File: config.mk
export PLATFORM = sky130hd
export DESIGN_NAME = fifo_cache_with_ttl_expiry_top
export DESIGN_NICKNAME = d
export VERILOG_FILES = /design/src/design/fcte_pkg.sv /design/src/design/fcte_store.sv /design/src/design/fifo_cache_with_ttl_expiry_top.sv
export SDC_FILE = /design/constraint.sdc
export NUM_CORES = 2
export LEC_CHECK = 0
export CAP_MARGIN = 25
export CELL_PAD_IN_SITES_DETAIL_PLACEMENT = 1
export CELL_PAD_IN_SITES_GLOBAL_PLACEMENT = 2
export CORE_MARGIN = 10
export CORE_UTILIZATION = 40
export CTS_CLUSTER_SIZE = 40
export DETAILED_ROUTE_END_ITERATION = 6
export DONT_BUFFER_PORTS = 1
export PLACE_DENSITY_LB_ADDON = 0.1
export RECOVER_POWER = 50
export SYNTH_ARGS = -nofsm -noshare
export SYNTH_HDL_FRONTEND = slang
export SYNTH_SLANG_ARGS = --single-unit
File: constraint.sdc
create_clock -name clk_i -period 8.8 [get_ports clk_i]
set_input_delay 0.44 -clock clk_i [delete_from_list [all_inputs] [get_ports clk_i]]
set_output_delay 0.44 -clock clk_i [all_outputs]
set_load 0.02 [all_outputs]
File: src/design/fcte_pkg.sv
package fcte_pkg;

  typedef enum logic [1:0] {
    FUNC_GET = 2'd0,
    FUNC_PUT = 2'd1,
    FUNC_DEL = 2'd2,
    FUNC_CLR = 2'd3
  } func_e;

  localparam logic [30:0] NEVER_DEADLINE = 31'h7FFF_FFFF;
  localparam int unsigned STAMP_W = 32;

  typedef struct packed {
    logic [1:0]  func;
    logic [30:0] now;
    logic [30:0] deadline;
  } item_ctl_t;

endpackage

File: src/design/fcte_store.sv
module fcte_store #(
  parameter int unsigned DEPTH = 16,
  parameter int unsigned KW = 32,
  parameter int unsigned VW = 32,
  localparam int unsigned AW = (DEPTH > 1) ? $clog2(DEPTH) : 1
) (
  input  logic                         clk_i,
  input  logic [AW-1:0]                raddr_i,
  output logic [KW-1:0]                rkey_o,
  output logic [VW-1:0]                rdata_o,
  output logic [30:0]                  rdl_o,
  output logic [fcte_pkg::STAMP_W-1:0] rstamp_o,
  input  logic                         we_i,
  input  logic                         wkey_en_i,
  input  logic [AW-1:0]                waddr_i,
  input  logic [KW-1:0]                wkey_i,
  input  logic [VW-1:0]                wdata_i,
  input  logic [30:0]                  wdl_i,
  input  logic [fcte_pkg::STAMP_W-1:0] wstamp_i
);
  logic [KW-1:0]                key_mem   [DEPTH];
  logic [VW-1:0]                data_mem  [DEPTH];
  logic [30:0]                  dl_mem    [DEPTH];
  logic [fcte_pkg::STAMP_W-1:0] stamp_mem [DEPTH];

  always_ff @(posedge clk_i) begin
    if (we_i) begin
      data_mem[waddr_i] <= wdata_i;
      dl_mem[waddr_i]   <= wdl_i;
      if (wkey_en_i) begin
        key_mem[waddr_i]   <= wkey_i;
        stamp_mem[waddr_i] <= wstamp_i;
      end
    end
    rkey_o   <= key_mem[raddr_i];
    rdata_o  <= data_mem[raddr_i];
    rdl_o    <= dl_mem[raddr_i];
    rstamp_o <= stamp_mem[raddr_i];
  end
endmodule

File: src/design/fifo_cache_with_ttl_expiry_top.sv
// channel  direction  signals
// in       input      in_valid_i / in_ready_o, func_i key_i value_i ttl_i now_i
// out      output     out_valid_o / out_ready_i, found_o read_value_o evicted_o
//                     evicted_key_o occupancy_o
// cfg      input      cfg_valid_i / cfg_ready_o, cfg_data_i (capacity)
// Get, put and delete scan every entry before giving a valid result:
// one memory read per entry through the single read port of the entry store, then
// a write step. Clear skips the scan. One item at a time; while a result waits in
// the output register the next beat is held off, unless the result is taken in the
// same cycle. No clearing pass after reset: valid bits sit in flip-flops.
module fifo_cache_with_ttl_expiry_top #(
  parameter int unsigned DEPTH = 16,
  parameter int unsigned KEY_WIDTH = 32,
  parameter int unsigned VALUE_WIDTH = 32
) (
  input  logic        clk_i,
  input  logic        rst_ni,
  input  logic        in_valid_i,
  output logic        in_ready_o,
  input  logic [1:0]  func_i,
  input  logic [31:0] key_i,
  input  logic [31:0] value_i,
  input  logic signed [31:0] ttl_i,
  input  logic [30:0] now_i,
  output logic        out_valid_o,
  input  logic        out_ready_i,
  output logic        found_o,
  output logic [31:0] read_value_o,
  output logic        evicted_o,
  output logic [31:0] evicted_key_o,
  output logic [4:0]  occupancy_o,
  input  logic        cfg_valid_i,
  output logic        cfg_ready_o,
  input  logic [4:0]  cfg_data_i
);
  localparam int unsigned AW = (DEPTH > 1) ? $clog2(DEPTH) : 1;
  localparam int unsigned CW = $clog2(DEPTH + 1);
  localparam int unsigned SW = fcte_pkg::STAMP_W;

  typedef enum logic [2:0] {S_IDLE, S_SCAN, S_LAST, S_WRITE, S_DONE} state_e;

  state_e                 state_q;
  fcte_pkg::item_ctl_t    ctl_q;
  logic [KEY_WIDTH-1:0]   key_q;
  logic [VALUE_WIDTH-1:0] val_q;
  logic [4:0]             cap_q;
  logic [DEPTH-1:0]       valid_q;
  logic [SW-1:0]          ctr_q;
  logic [CW-1:0]          cnt_q;
  logic [AW-1:0]          raddr_q;
  logic [AW-1:0]          cidx_q;
  logic                   cmp_q;
  logic                   hit_q;
  logic [AW-1:0]          hidx_q;
  logic [VALUE_WIDTH-1:0] hval_q;
  logic                   old_q;
  logic [AW-1:0]          oidx_q;
  logic [SW-1:0]          oage_q;
  logic [KEY_WIDTH-1:0]   okey_q;
  logic                   free_q;
  logic [AW-1:0]          fidx_q;

  logic [KEY_WIDTH-1:0]   rkey;
  logic [VALUE_WIDTH-1:0] rdata;
  logic [30:0]            rdl;
  logic [SW-1:0]          rstamp;
  logic                   we, wkey_en;
  logic [AW-1:0]          waddr;

  logic [4:0] cap_eff;
  always_comb begin
    if (cap_q == 5'd0) cap_eff = 5'd1;
    else if ({{(32-5){1'b0}}, cap_q} > DEPTH) cap_eff = 5'(DEPTH);
    else cap_eff = cap_q;
  end

  logic [31:0] sum_w;
  logic [30:0] dl_w;
  always_comb begin
    sum_w = {1'b0, now_i} + {1'b0, ttl_i[30:0]};
    if (ttl_i[31] || sum_w[31]) dl_w = fcte_pkg::NEVER_DEADLINE;
    else dl_w = sum_w[30:0];
  end

  logic is_sweep;
  assign is_sweep = (ctl_q.func == fcte_pkg::FUNC_GET) || (ctl_q.func == fcte_pkg::FUNC_PUT);

  // per-entry evaluation of registered read data
  logic          e_live, e_exp, e_match;
  logic [SW-1:0] e_age;
  always_comb begin
    e_live  = valid_q[cidx_q];
    e_exp   = is_sweep && (rdl < ctl_q.now);
    e_match = e_live && !e_exp && (rkey == key_q);
    e_age   = ctr_q - rstamp;
  end

  // put decisions after scan
  logic need_evict, do_ins;
  logic [AW-1:0] ins_idx;
  always_comb begin
    need_evict = !hit_q && ({{(32-CW){1'b0}}, cnt_q} + 1 > {27'd0, cap_eff}) && old_q;
    if (free_q) ins_idx = fidx_q;
    else ins_idx = oidx_q;
    do_ins = !hit_q && (free_q || need_evict);
  end

  logic             put_evict;
  logic [DEPTH-1:0] ins_mask, evict_mask;
  always_comb begin
    put_evict  = (ctl_q.func == fcte_pkg::FUNC_PUT) && do_ins && need_evict;
    ins_mask   = '0;
    ins_mask[ins_idx] = 1'b1;
    evict_mask = '0;
    if (need_evict && free_q) evict_mask[oidx_q] = 1'b1;
  end

  logic out_set;
  assign out_set = (state_q == S_DONE) ||
                   ((state_q == S_IDLE) && in_valid_i && in_ready_o &&
                    (func_i == fcte_pkg::FUNC_CLR));

  assign in_ready_o  = (state_q == S_IDLE) && !(out_valid_o && !out_ready_i);
  assign cfg_ready_o = (state_q == S_IDLE);
  assign we      = (state_q == S_WRITE) && (ctl_q.func == fcte_pkg::FUNC_PUT) && (hit_q || do_ins);
  assign wkey_en = !hit_q;
  assign waddr   = hit_q ? hidx_q : ins_idx;

  always_ff @(posedge clk_i or negedge rst_ni) begin
    if (!rst_ni) begin
      state_q     <= S_IDLE;
      cap_q       <= 5'd16;
      valid_q     <= '0;
      ctr_q       <= '0;
      cnt_q       <= '0;
      out_valid_o <= 1'b0;
      cmp_q       <= 1'b0;
      raddr_q     <= '0;
      cidx_q      <= '0;
    end else begin
      if (out_set) out_valid_o <= 1'b1;
      else if (out_valid_o && out_ready_i) out_valid_o <= 1'b0;
      if (cfg_valid_i && cfg_ready_o) cap_q <= cfg_data_i;
      case (state_q)
        S_IDLE: begin
          if (in_valid_i && in_ready_o) begin
            ctl_q   <= '{func: func_i, now: now_i, deadline: dl_w};
            key_q   <= KEY_WIDTH'(key_i);
            val_q   <= VALUE_WIDTH'(value_i);
            hit_q   <= 1'b0;
            old_q   <= 1'b0;
            free_q  <= 1'b0;
            hval_q  <= '0;
            raddr_q <= '0;
            cmp_q   <= 1'b0;
            if (func_i == fcte_pkg::FUNC_CLR) begin
              valid_q <= '0;
              cnt_q   <= '0;
              found_o <= 1'b0;
              read_value_o <= '0;
              evicted_o <= 1'b0;
              evicted_key_o <= '0;
              occupancy_o <= 5'd0;
            end else begin
              state_q <= S_SCAN;
            end
          end
        end
        S_SCAN, S_LAST: begin
          cmp_q  <= (state_q == S_SCAN);
          cidx_q <= raddr_q;
          if (state_q == S_SCAN) begin
            if (raddr_q == AW'(DEPTH - 1)) state_q <= S_LAST;
            else raddr_q <= raddr_q + 1'b1;
          end else begin
            state_q <= S_WRITE;
          end
          if (cmp_q) begin
            if (e_live && e_exp) begin
              valid_q[cidx_q] <= 1'b0;
              cnt_q <= cnt_q - 1'b1;
            end
            if (e_match && !hit_q) begin
              hit_q  <= 1'b1;
              hidx_q <= cidx_q;
              hval_q <= rdata;
            end
            if (e_live && !e_exp && (!old_q || e_age > oage_q)) begin
              old_q  <= 1'b1;
              oidx_q <= cidx_q;
              oage_q <= e_age;
              okey_q <= rkey;
            end
            if ((!e_live || e_exp) && !free_q) begin
              free_q <= 1'b1;
              fidx_q <= cidx_q;
            end
          end
        end
        S_WRITE: begin
          state_q       <= S_DONE;
          found_o       <= hit_q && (ctl_q.func != fcte_pkg::FUNC_PUT);
          read_value_o  <= (ctl_q.func == fcte_pkg::FUNC_GET) ? 32'(hval_q) : '0;
          evicted_o     <= put_evict;
          evicted_key_o <= put_evict ? 32'(okey_q) : '0;
          case (ctl_q.func)
            fcte_pkg::FUNC_DEL: begin
              if (hit_q) begin
                valid_q[hidx_q] <= 1'b0;
                cnt_q <= cnt_q - 1'b1;
              end
            end
            fcte_pkg::FUNC_PUT: begin
              if (do_ins) begin
                valid_q <= (valid_q | ins_mask) & ~evict_mask;
                ctr_q   <= ctr_q + 1'b1;
                if (!need_evict) cnt_q <= cnt_q + 1'b1;
              end
            end
            default: ;
          endcase
        end
        S_DONE: begin
          occupancy_o <= 5'(cnt_q);
          state_q     <= S_IDLE;
        end
        default: state_q <= S_IDLE;
      endcase
    end
  end

  fcte_store #(.DEPTH(DEPTH), .KW(KEY_WIDTH), .VW(VALUE_WIDTH)) u_store (
    .clk_i     (clk_i),
    .raddr_i   (raddr_q),
    .rkey_o    (rkey),
    .rdata_o   (rdata),
    .rdl_o     (rdl),
    .rstamp_o  (rstamp),
    .we_i      (we),
    .wkey_en_i (wkey_en),
    .waddr_i   (waddr),
    .wkey_i    (key_q),
    .wdata_i   (val_q),
    .wdl_i     (ctl_q.deadline),
    .wstamp_i  (ctr_q)
  );

`ifndef NO_ASSERTIONS
  a_cnt: assert property (@(posedge clk_i) disable iff (!rst_ni)
    (state_q == S_IDLE) |-> (32'(cnt_q) == 32'($countones(valid_q))))
    else $error("count drifts from valid bits");
  a_busy: assert property (@(posedge clk_i) disable iff (!rst_ni)
    (state_q != S_IDLE) |-> !in_ready_o && !cfg_ready_o)
    else $error("beat taken while busy");
  a_ev: assert property (@(posedge clk_i) disable iff (!rst_ni)
    (out_valid_o && evicted_o) |-> !found_o)
    else $error("eviction with hit");
`endif
endmodule

==> metrics.yaml <==
cts.sinks: 2540
grt-ovfl-total: 0
multiInputGateArea_um2: 23300
dp_hpwl_mm: 148.1
ir_drop_mv: 0.2397
period_share_pct: 78.63
path_class: "flop to flop"
finalPower_mw: 32.98
grtUsageTotal_pct: 19.12
cts_root_buffer: "clkbuf_16"
initial_utilization_pct: 40.23
arrival_ps: 7730
grt_pass1_wl_mm: 381.3
netlist_instances: 5184
wl_per_cell_um: 28.95
tightest_slew_ps: 5220
drt-total-wl_mm: 262.1
critical_path.endpoint_type: "flop"
grt_pass1_vias: 53506
yosysWarnings: 0
vias: 49630
clkTransAtPathRegs_ps: 60
p_sw_mw: 9.043
syn-num-nets: 5458
setup-violations-final: 0
drt_pass1_iterations: 5
pwr-share-comb_pct: 20.7
tns_ps: 0
clkLatencyLatePin_ps: 940
slew_headroom_pct: -248.0
violations: "capacitance limit, slew limit"
clkPwrFrac_pct: 35.7
finClkSkew_ps: 57.73
p_sw_share_pct: 27.42
drive_gt1_share_pct: 19.03
die_area_um2: 267900
cts.path.max_buffers: 4
required_ps: 9610
startpoint_type: "flop"
cap_violations: 10
cp.buffers_inverters: 2
num_rows: 182
n_fill_cell: 22634
holdCritPathClass: "input pin to flop"
pwr-share-seq_pct: 43.6
cts_buffers: 295
synth_seq_area_share_pct: 75.39
p_int_mw: 23.93
cts_tree: "built"
fmax_ghz: 0.1445
rsz0062_at_grt: "no"
cp_cell_sequence: "clkbuf_2 > buf_4 > mux4_2 > mux2i_1 > o21ai_0 > and3_1"
via_per_inst: 5.482
htreeDepth: 5
cp_top_family: "buffers and inverters"
drtIter0Drc: 3538
die_w_um: 517.5
core_um2: 246200
synthFlopType: "edfxtp_1"
ff_latch_area_um2: 74660
cpPeakStageDelay_ps: 2750
final_util_pct: 46.40
period_needed_ps: 6920
ctsResizeCount: 0
setup_ws_ps: 1880
pin_count: 213
routabilityCongestion: 0.7601
layout_commonest_cell: "edfxtp_1"
power.leakage_nw: 38.78
ys_async_sr_fraction_pct: 2.795
pre_cts_slack_ps: 2217
final_cell_mix: "2342 x edfxtp_1, 444 x mux4_2, 303 x clkbuf_16, 231 x o21ai_0, 203 x mux2i_1"
final_net_count: 5787
grt_max_degree: 118
area_growth_pct: 15.34
p_per_area_nw_per_um2: 288.7
ant_nets: 0
synth_edf_count: 2342
io_buffers: 0
ctsHoldBuffers: 130
synth_area_um2: 99020
cts_setup_buffers: 0
ys_ff_latch: 2540
critPathMaxFanout: 98
die_height_um: 517.5
antenna_found_initial: 22
status: "complete, but fails checks"
slew_violations: 551
critPathSlowestCell: "clkbuf_2"
finalHoldViolCount: 0
synth_area_per_cell_um2: 19.10
ys_types: 80
drc: 0
-- synthesized netlist by cell type, types with 12 or more instances --
library cell	n	area share, %
a211oi_1	12	0.091
a21o_1	35	0.27
a21oi_1	140	0.71
a221oi_1	66	0.58
a22oi_1	65	0.49
and2_1	108	0.68
and3_1	17	0.11
buf_1	48	0.18
buf_2	20	0.10
clkbuf_1	147	0.56
dfrtp_1	70	1.8
dfxtp_1	127	2.6
edfxtp_1	2342	71
ha_1	133	1.7
inv_1	127	0.48
mux2_2	68	0.77
mux2i_1	203	2.1
mux4_2	444	10
nand2_1	192	0.73
nand2b_1	27	0.17
nand3_1	50	0.25
nand4_1	31	0.20
nor2_1	134	0.51
nor2b_1	15	0.095
nor3_1	33	0.17
nor4_1	12	0.076
o21a_1	17	0.13
o21ai_0	231	1.2
o21bai_1	12	0.091
o22ai_1	15	0.095
o31ai_1	18	0.14
xnor2_1	67	0.59
xor2_1	48	0.42
-- layer usage --
metal	track usage (%)	vias up	wire length [um]
met5	0	-	76
met4	5.324	12	7009
met3	3.219	384	11370
met2	31.99	1043	129000
met1	25.84	26614	114700
li1	-	21577	-
-- worst paths after layout --
check / to / slack [ps] / cells after the start / startpoint
worst max register to register: u_store.rkey_o[22] / 1880 / 6 / raddr_q[0]
worst min-delay path: ctl_q[6] / 60 / 3 / now_i[6]
min in group asynchronous: ctr_q[0] / 2160 / 2 / rst_ni
worst max-delay path: u_store.rkey_o[22] / 1880 / 6 / raddr_q[0]
max in group asynchronous: raddr_q[3] / 3000 / 2 / rst_ni
worst min register to register: okey_q[8] / 460 / 0 / u_store.rkey_o[8]
-- stage by stage --
step           area (um2)  cells  hold WS (ps)
2_1_floorplan       99020   5184         144.4
3_3_place_gp       103600   8390         151.1
3_5_place_dp       103700   8396         151.9
4_1_cts            114300   9038        0.5223
5_1_grt            114200   9052         55.25
6_report           114200   9054         64.75
-- power groups by stage --
stage	Combinational, mW	Sequential (mW)	Clock (mW)
2_1_floorplan	4.85	14.2	0
3_3_place_gp	6.71	14.6	0
3_5_place_dp	6.72	14.6	0
4_1_cts	6.84	14.4	12.1
5_1_grt	7.43	14.5	12.6
6_report	6.81	14.4	11.8
-- kinds of logic after synthesis --
logic type      count (synthesis)  synth area share, %
fa+ha+maj                     135                1.721
compound gates                679                4.335
xor+xnor                      115                1.017
simple gates                  651                3.246
mux                           716                12.94
buf+inv                       348                1.360
flops                        2540                75.39
-- worst reg2reg max path, cell delays in order (launching register included) --
cell and delay [ps]:
dfrtp_1 2050, clkbuf_2 2860, buf_4 810, mux4_2 570
mux2i_1 240, o21ai_0 100, and3_1 200
-- sequential cells by signal, indices dropped and copies added (netlist names), 16 cells and up --
signal	cells
u_store.data_mem	512
u_store.key_mem	512
u_store.stamp_mem	512
u_store.dl_mem	496
ctl_q	64
ctr_q	32
evicted_key_o	32
hval_q	32
key_q	32
oage_q	32
okey_q	32
read_value_o	32
u_store.rdata_o	32
u_store.rkey_o	32
u_store.rstamp_o	32
val_q	32
u_store.rdl_o	31
valid_q	16
-- final cells by class --
class | instances | share of cell area [%]
Sequential cell | 2540 | 65.37
Tap cell | 3312 | 3.628
Clock inverter | 113 | 0.9279
Inverter | 130 | 0.4272
Antenna cell | 14 | 0.03067
Timing Repair Buffer | 250 | 2.063
Clock buffer | 399 | 7.156
Multi-Input combinational cell | 2296 | 20.40
(Power assumes the default switching activity.)
